**config.mk**
```make
export PLATFORM = sky130hd
export DESIGN_NAME = sph_sincos
export DESIGN_NICKNAME = d
export VERILOG_FILES = /design/src/hw/rtl/sph_pkg.sv /design/src/hw/rtl/sph_sincos.sv
export SDC_FILE = /design/constraint.sdc
export NUM_CORES = 2
export LEC_CHECK = 0
export ABC_CLOCK_PERIOD_IN_PS = 10750
export BUFFER_PORTS_ARGS = -buffer_cell sky130_fd_sc_hd__buf_2
export CAP_MARGIN = 0
export CORE_ASPECT_RATIO = 1.1
export CORE_UTILIZATION = 31
export DETAILED_ROUTE_END_ITERATION = 8
export SETUP_SLACK_MARGIN = 0.4
export SLEW_MARGIN = 0
export SYNTH_ARGS = -nofsm -noshare
export SYNTH_HDL_FRONTEND = slang
export SYNTH_SLANG_ARGS = --single-unit
```
**constraint.sdc**
```tcl
create_clock -name clk -period 10.75 [get_ports clk]
set_input_delay 0.5375 -clock clk [delete_from_list [all_inputs] [get_ports clk]]
set_output_delay 0.5375 -clock clk [all_outputs]
set_load 0.01 [all_outputs]
```
**src/hw/rtl/sph_pkg.sv**
```systemverilog
// sph_pkg: shared types, constants and the cordic arctangent table
// for the sphere patch point evaluator; depends on nothing
package sph_pkg;

  localparam int CORDIC_STEPS = 16;
  localparam int SINCOS_LAT   = CORDIC_STEPS + 2;
  localparam int PIPE_LEN     = CORDIC_STEPS + 7;

  localparam logic signed [33:0] CORDIC_GAIN = 34'sd652032874;
  localparam logic [30:0]        HALF_PI     = 31'd1686629713;

  localparam logic [2:0] REG_RADIUS     = 3'd0;
  localparam logic [2:0] REG_PHI_LOW    = 3'd1;
  localparam logic [2:0] REG_PHI_HIGH   = 3'd2;
  localparam logic [2:0] REG_THETA_SPAN = 3'd3;
  localparam logic [2:0] REG_ROW_X      = 3'd4;
  localparam logic [2:0] REG_ROW_Y      = 3'd5;
  localparam logic [2:0] REG_ROW_Z      = 3'd6;

  typedef logic signed [31:0] q30_t;
  typedef logic signed [33:0] cwide_t;

  function automatic cwide_t atan_entry(input int i);
    cwide_t r;
    case (i)
      0:  r = 34'sd843314857;
      1:  r = 34'sd497837829;
      2:  r = 34'sd263043837;
      3:  r = 34'sd133525159;
      4:  r = 34'sd67021687;
      5:  r = 34'sd33543516;
      6:  r = 34'sd16775851;
      7:  r = 34'sd8388437;
      8:  r = 34'sd4194283;
      9:  r = 34'sd2097149;
      10: r = 34'sd1048576;
      11: r = 34'sd524288;
      12: r = 34'sd262144;
      13: r = 34'sd131072;
      14: r = 34'sd65536;
      default: r = 34'sd32768;
    endcase
    return r;
  endfunction

endpackage

```
**src/hw/rtl/sph_sincos.sv**
```systemverilog
// sph_sincos: pipelined cordic cosine and sine of a 32 bit binary angle, q30
// one cordic step per stage; depends on sph_pkg
module sph_sincos #(
  parameter int ANGLE_BITS = 16
) (
  input  logic              clk,
  input  logic [31:0]       ang,
  output sph_pkg::q30_t     cos_out,
  output sph_pkg::q30_t     sin_out
);
  import sph_pkg::*;

  localparam logic [31:0] AMASK = ~((32'd1 << (32 - ANGLE_BITS)) - 32'd1);

  cwide_t     x [0:CORDIC_STEPS];
  cwide_t     y [0:CORDIC_STEPS];
  cwide_t     z [0:CORDIC_STEPS];
  logic [1:0] q [0:CORDIC_STEPS];

  logic [31:0] a;
  logic [60:0] zprod;
  logic [60:0] zround;

  always_comb begin
    a      = ang & AMASK;
    zprod  = {31'd0, a[29:0]} * {30'd0, HALF_PI};
    zround = zprod + 61'(32'd1 << 29);
  end

  always_ff @(posedge clk) begin
    x[0] <= CORDIC_GAIN;
    y[0] <= '0;
    z[0] <= cwide_t'({3'd0, zround[60:30]});
    q[0] <= a[31:30];
  end

  for (genvar i = 0; i < CORDIC_STEPS; i++) begin : g_step
    always_ff @(posedge clk) begin
      q[i+1] <= q[i];
      if (!z[i][33]) begin
        x[i+1] <= x[i] - (y[i] >>> i);
        y[i+1] <= y[i] + (x[i] >>> i);
        z[i+1] <= z[i] - atan_entry(i);
      end else begin
        x[i+1] <= x[i] + (y[i] >>> i);
        y[i+1] <= y[i] - (x[i] >>> i);
        z[i+1] <= z[i] + atan_entry(i);
      end
    end
  end

  cwide_t cq, sq;
  q30_t   cc, sc;

  function automatic q30_t clamp30(input cwide_t v);
    q30_t r;
    if (v > 34'sd1073741824)       r = 32'sd1073741824;
    else if (v < -34'sd1073741824) r = -32'sd1073741824;
    else                           r = q30_t'(v);
    return r;
  endfunction

  always_comb begin
    case (q[CORDIC_STEPS])
      2'd0: begin cq = x[CORDIC_STEPS];  sq = y[CORDIC_STEPS];  end
      2'd1: begin cq = -y[CORDIC_STEPS]; sq = x[CORDIC_STEPS];  end
      2'd2: begin cq = -x[CORDIC_STEPS]; sq = -y[CORDIC_STEPS]; end
      default: begin cq = y[CORDIC_STEPS]; sq = -x[CORDIC_STEPS]; end
    endcase
    cc = clamp30(cq);
    sc = clamp30(sq);
  end

  always_ff @(posedge clk) begin
    cos_out <= cc;
    sin_out <= sc;
  end

endmodule

```
==> Word level (Yosys, flattened, before mapping) <==
Memory sizes are Yosys's and may differ from the RTL's.
Index checks and enable logic that the tools add are counted.
{ "totals": {"in_bits": 33, "output_inout_bits": 64, "elab_cells": 248, "ramBits": 1768, "memories": 4, "register_bits": 64} }
{ "memory_table": {"columns": ["memory", "depth", "width", "rd", "rd_clocked_by_memory_dff", "wr", "line", "text"], "rows": [
  ["x", 17, 34, 17, 0, 17, "sph_sincos.sv:15", "cwide_t x [0:CORDIC_STEPS];"],
  ["y", 17, 34, 17, 0, 17, "sph_sincos.sv:16", "cwide_t y [0:CORDIC_STEPS];"],
  ["z", 17, 34, 16, 0, 17, "sph_sincos.sv:17", "cwide_t z [0:CORDIC_STEPS];"],
  ["q", 17, 2, 17, 0, 17, "sph_sincos.sv:18", "logic [1:0] q [0:CORDIC_STEPS];"]
]} }
{ "classes": {"order_cmp": 4, "n_eq_ne": 2, "n_reduce_logical": 3, "mul": 1, "muxes": 84, "bitwise_logic": 48, "n_addsub": 98} }
{ "ops": {"columns": ["op", "n"], "rows": [
  ["34-bit two-way mux", 48],
  ["34-bit case mux with 3 select lines", 2],
  ["34-bit by 19-bit adder with 34-bit output", 2],
  ["34-bit by 20-bit adder with 34-bit output", 2],
  ["34-bit by 21-bit adder with 34-bit output", 2],
  ["34-bit by 22-bit adder with 34-bit output", 2],
  ["34-bit by 22-bit adder with 34-bit output (second input constant)", 2],
  ["34-bit by 23-bit adder with 34-bit output", 2],
  ["34-bit by 24-bit adder with 34-bit output", 2],
  ["34-bit by 25-bit adder with 34-bit output", 2],
  ["34-bit by 26-bit adder with 34-bit output", 2],
  ["34-bit by 27-bit adder with 34-bit output", 2],
  ["34-bit by 28-bit adder with 34-bit output", 2],
  ["34-bit by 29-bit adder with 34-bit output", 2],
  ["34-bit by 30-bit adder with 34-bit output", 2],
  ["34-bit by 31-bit adder with 34-bit output", 2],
  ["34-bit by 32-bit adder with 34-bit output", 2],
  ["34-bit by 33-bit adder with 34-bit output", 2],
  ["34-bit by 32-bit greater-than comparator with 1-bit output (second input constant)", 2],
  ["34-bit by 31-bit < comparator with 1-bit output (second input constant)", 2],
  ["34-bit negator", 2],
  ["34-bit by 19-bit subtractor with 34-bit output", 2],
  ["34-bit by 20-bit subtractor with 34-bit output", 2],
  ["34-bit by 21-bit subtractor with 34-bit output", 2],
  ["52 further kinds", 146]
]} }

==> Longest topological paths before layout <==
An unclocked memory read counts as a cell.
{ "depth": {"word_depth": 5, "depth_mapped": 26, "depth_no_buf": 25} }

==> Least setup slack after synthesis <==
OpenSTA, ideal clock, no wires.
{ "synth_timing": {"kind": "input port to flip-flop", "startpoint": "input ang[21]", "endpoint": "memory z[0][30] in the netlist's numbering", "arrival_ps": 6835, "required_ps": 10632, "setup_slack_ps": 3797, "path_buffers": 1, "cell_stages": 22, "path_cell_list": "fa_1 -> inv_1 -> fa_1 -> inv_1 -> fa_1 -> fa_1 -> fa_1 -> fa_1 -> ha_1 -> clkbuf_1 -> a21oi_1 -> o21ai_0 -> a311o_1 -> a221oi_1 -> o21ai_1 -> xor2_1 -> or4b_1 -> a211oi_1 -> nand4b_1 -> o32a_1 -> o21a_1 -> xnor2_1"} }
{ "synth_lines": {"columns": ["element", "line", "text"], "rows": [
  ["start: declaration", "sph_sincos.sv:7", "input logic [31:0] ang,"],
  ["end: declaration", "sph_sincos.sv:17", null]
]} }

==> impl_metrics.json <==
{
  "status": "finished, final reports clean",
  "postPlaceCellArea_mm2": 0.117,
  "htree_num_levels": 4,
  "setup_tns_ns": 0,
  "dieArea_mm2": 0.359,
  "yosys_warnings": 0,
  "slew_headroom_pct": 23.5,
  "post-route-period-util_pct": 68.4,
  "cts_buffer_depth": 4,
  "finalInstanceArea_mm2": 0.123,
  "slowest_delay_ns": 0.54,
  "period_minus_slack_ns": 7.35,
  "cap_violations": 0,
  "final_antenna_net_count": 0,
  "cp_cell_sequence": "buf_2 -> fa_1 -> fa_1 -> inv_1 -> fa_1 -> inv_1 -> fa_1 -> fa_1 -> inv_1 -> fa_1 -> inv_1 -> ha_1 -> a21oi_1 -> o21ai_1 -> a21oi_1 -> mux2i_1 -> a311oi_1 -> nand4_1 -> nor4_1 -> and4b_1 -> nand3_2 -> o32a_1 -> o21a_1 -> xnor2_1",
  "overflow": 0,
  "rows": 229,
  "timing_worst_setup_path_type": "input port to flop",
  "routed_wl_um": 277000,
  "grt_pass1_wl_um": 441000,
  "clock-root-buffer": "clkbuf_16",
  "gp_congestion": 0.937,
  "route.vias.total": 87900,
  "cts_buffers": 180,
  "cp-end-kind": "flop",
  "routedWlPerCell_um": 15.4,
  "path_delay_family": "adder cells",
  "synth_seq_cells": 1478,
  "min_path_type": "flop to flop",
  "ios": 97,
  "die_height_um": 628,
  "avgSynthCellArea_um2": 8.56,
  "drt_first_pass_iters": 5,
  "synth_cell_types": 98,
  "io_buffers": 80,
  "area_growth_pct": 10.9,
  "finalHoldWorstSlack_ns": 0.319,
  "fin_skew_ns": 0.0772,
  "hold_violations": 0,
  "via_per_inst": 4.91,
  "synth_flop_cell": "dfxtp_1",
  "tightest_slew_ns": 1.12,
  "fmax_mhz": 136,
  "insertion_delay_ns": 0.90,
  "critPathSlowestCell": "fa_1",
  "die_w_um": 571,
  "critical_path_required_ns": 11.55,
  "synthCells": 12900,
  "synth_edf_count": 0,
  "rsz0062_at_grt": "false",
  "path_max_fanout": 9,
  "synthArstFlopShare_pct": 0,
  "finalMaxSlewViolations": 0,
  "syn_area_mm2": 0.111,
  "clk_pin_slew_worst_paths_ns": 0.06,
  "track_usage_pct": 14.9,
  "final_nets": 14700,
  "grt_pass1_vias": 86000,
  "drt_iter0_drc": 3591,
  "cts_tree": "done",
  "worst-path-buf-inv": 5,
  "drc_errors": 0,
  "cp-start-kind": "input port",
  "grt_max_degree": 90,
  "cp.arrival_ns": 8.15,
  "hpwl_um": 226000,
  "drive_gt1_share_pct": 4.75,
  "initial_utilization_pct": 31.2,
  "setup_viol": 0,
  "ys_seq_area_share_pct": 26.8,
  "crit_top_cell": "fa_1",
  "core-area_mm2": 0.354,
  "antenna_found_initial": 3,
  "clock-sinks": 1478
}
## cell families after synthesis
| family | share of synthesized area (%) |
|---|---|
| mux | 1.39 |
| flops | 26.8 |
| other cells | 0.00339 |
| buf+inv | 3.18 |
| xor+xnor | 15.0 |
| simple gates | 14.7 |
| fa+ha+maj | 19.0 |
| compound gates | 20.0 |
## per-stage QoR
step / util, % / setup slack, ns / cells
3_5_place_dp: 32.9 / 2.44 / 17600
3_3_place_gp: 32.9 / 2.44 / 17600
2_1_floorplan: - / 3.80 / 12900
4_1_cts: 34.6 / 3.41 / 17900
6_report: 34.6 / 3.40 / 17900
5_1_grt: 34.6 / 3.00 / 17900
## cell type report
type                            instances  area, µm²
Antenna cell                            1       2.50
Clock buffer                          257       5190
Clock inverter                         63        795
Fill cell                           36900     232000
Inverter                              729       2740
Multi-Input combinational cell      10500      77500
Sequential cell                      1478      29600
Tap cell                             4735       5920
Timing Repair Buffer                  139        848
## cells in the mapped netlist, types with 57 or more instances
cell / instances / area, µm²
o21a_1: 172 / 1290
and3_1: 106 / 663
and2_1: 74 / 463
xor2_1: 598 / 5240
xnor2_1: 1288 / 11300
a21o_1: 567 / 4260
inv_1: 727 / 2730
a21oi_1: 1355 / 6780
a211oi_1: 110 / 826
mux2i_1: 80 / 801
nand2b_1: 171 / 1070
nand3_1: 212 / 1060
o21bai_1: 183 / 1370
a31oi_1: 119 / 744
mux2_2: 65 / 732
clkbuf_1: 148 / 556
nor3_1: 356 / 1780
o31ai_1: 57 / 428
nor2b_1: 161 / 1010
dfxtp_1: 1478 / 29600
ha_1: 1433 / 17900
nor4_1: 95 / 594
nand4_1: 75 / 469
fa_1: 154 / 3080
nand2_1: 616 / 2310
nor2_1: 1177 / 4420
or3_1: 94 / 588
o21ai_0: 507 / 2540
## per-layer routing
metal  share of wire [%]  track usage, %
met5                   0               0
met4                 5.2            7.55
met3                 2.4            1.46
met2                  53            29.4
met1                  39            15.4
## final timing paths
check,startpoint,to,slack [ns],cells after the start
min,q[10][1],q[11][1],0.32,0
max,ang[19],z[0][30],3.40,24
max reg2reg,y[8][13],x[9][33],4.71,21
min reg2reg,q[10][1],q[11][1],0.32,0
## cells in the final DEF (no fill, tap or decap), types with 161 or more instances in the layout
cell	Yosys	layout
o21bai_1	183	183
xnor2_1	1288	1288
nand2_1	616	616
nor2_1	1177	1177
nand2b_1	171	171
inv_1	727	727
xor2_1	598	598
a21oi_1	1355	1355
a21o_1	567	567
dfxtp_1	1478	1462
nor2b_1	161	161
clkbuf_16	0	182
nor3_1	356	356
o21a_1	172	172
o21ai_0	507	507
nand3_1	212	212
ha_1	1433	1433
## registers in the layout, indices dropped and copies added, names as in the netlist
name and count:
x 475, y 477, z 428, q 34, sin_out 32, cos_out 32
## repair_timing
action	in CTS	in global routing
endpoints found under the hold margin	2	0
buffers inserted	0	0
hold buffers	2	0
resized for setup	0	0
Power is not shown: default switching activity piles up to over one toggle a cycle in this logic, so the estimate is an artifact.
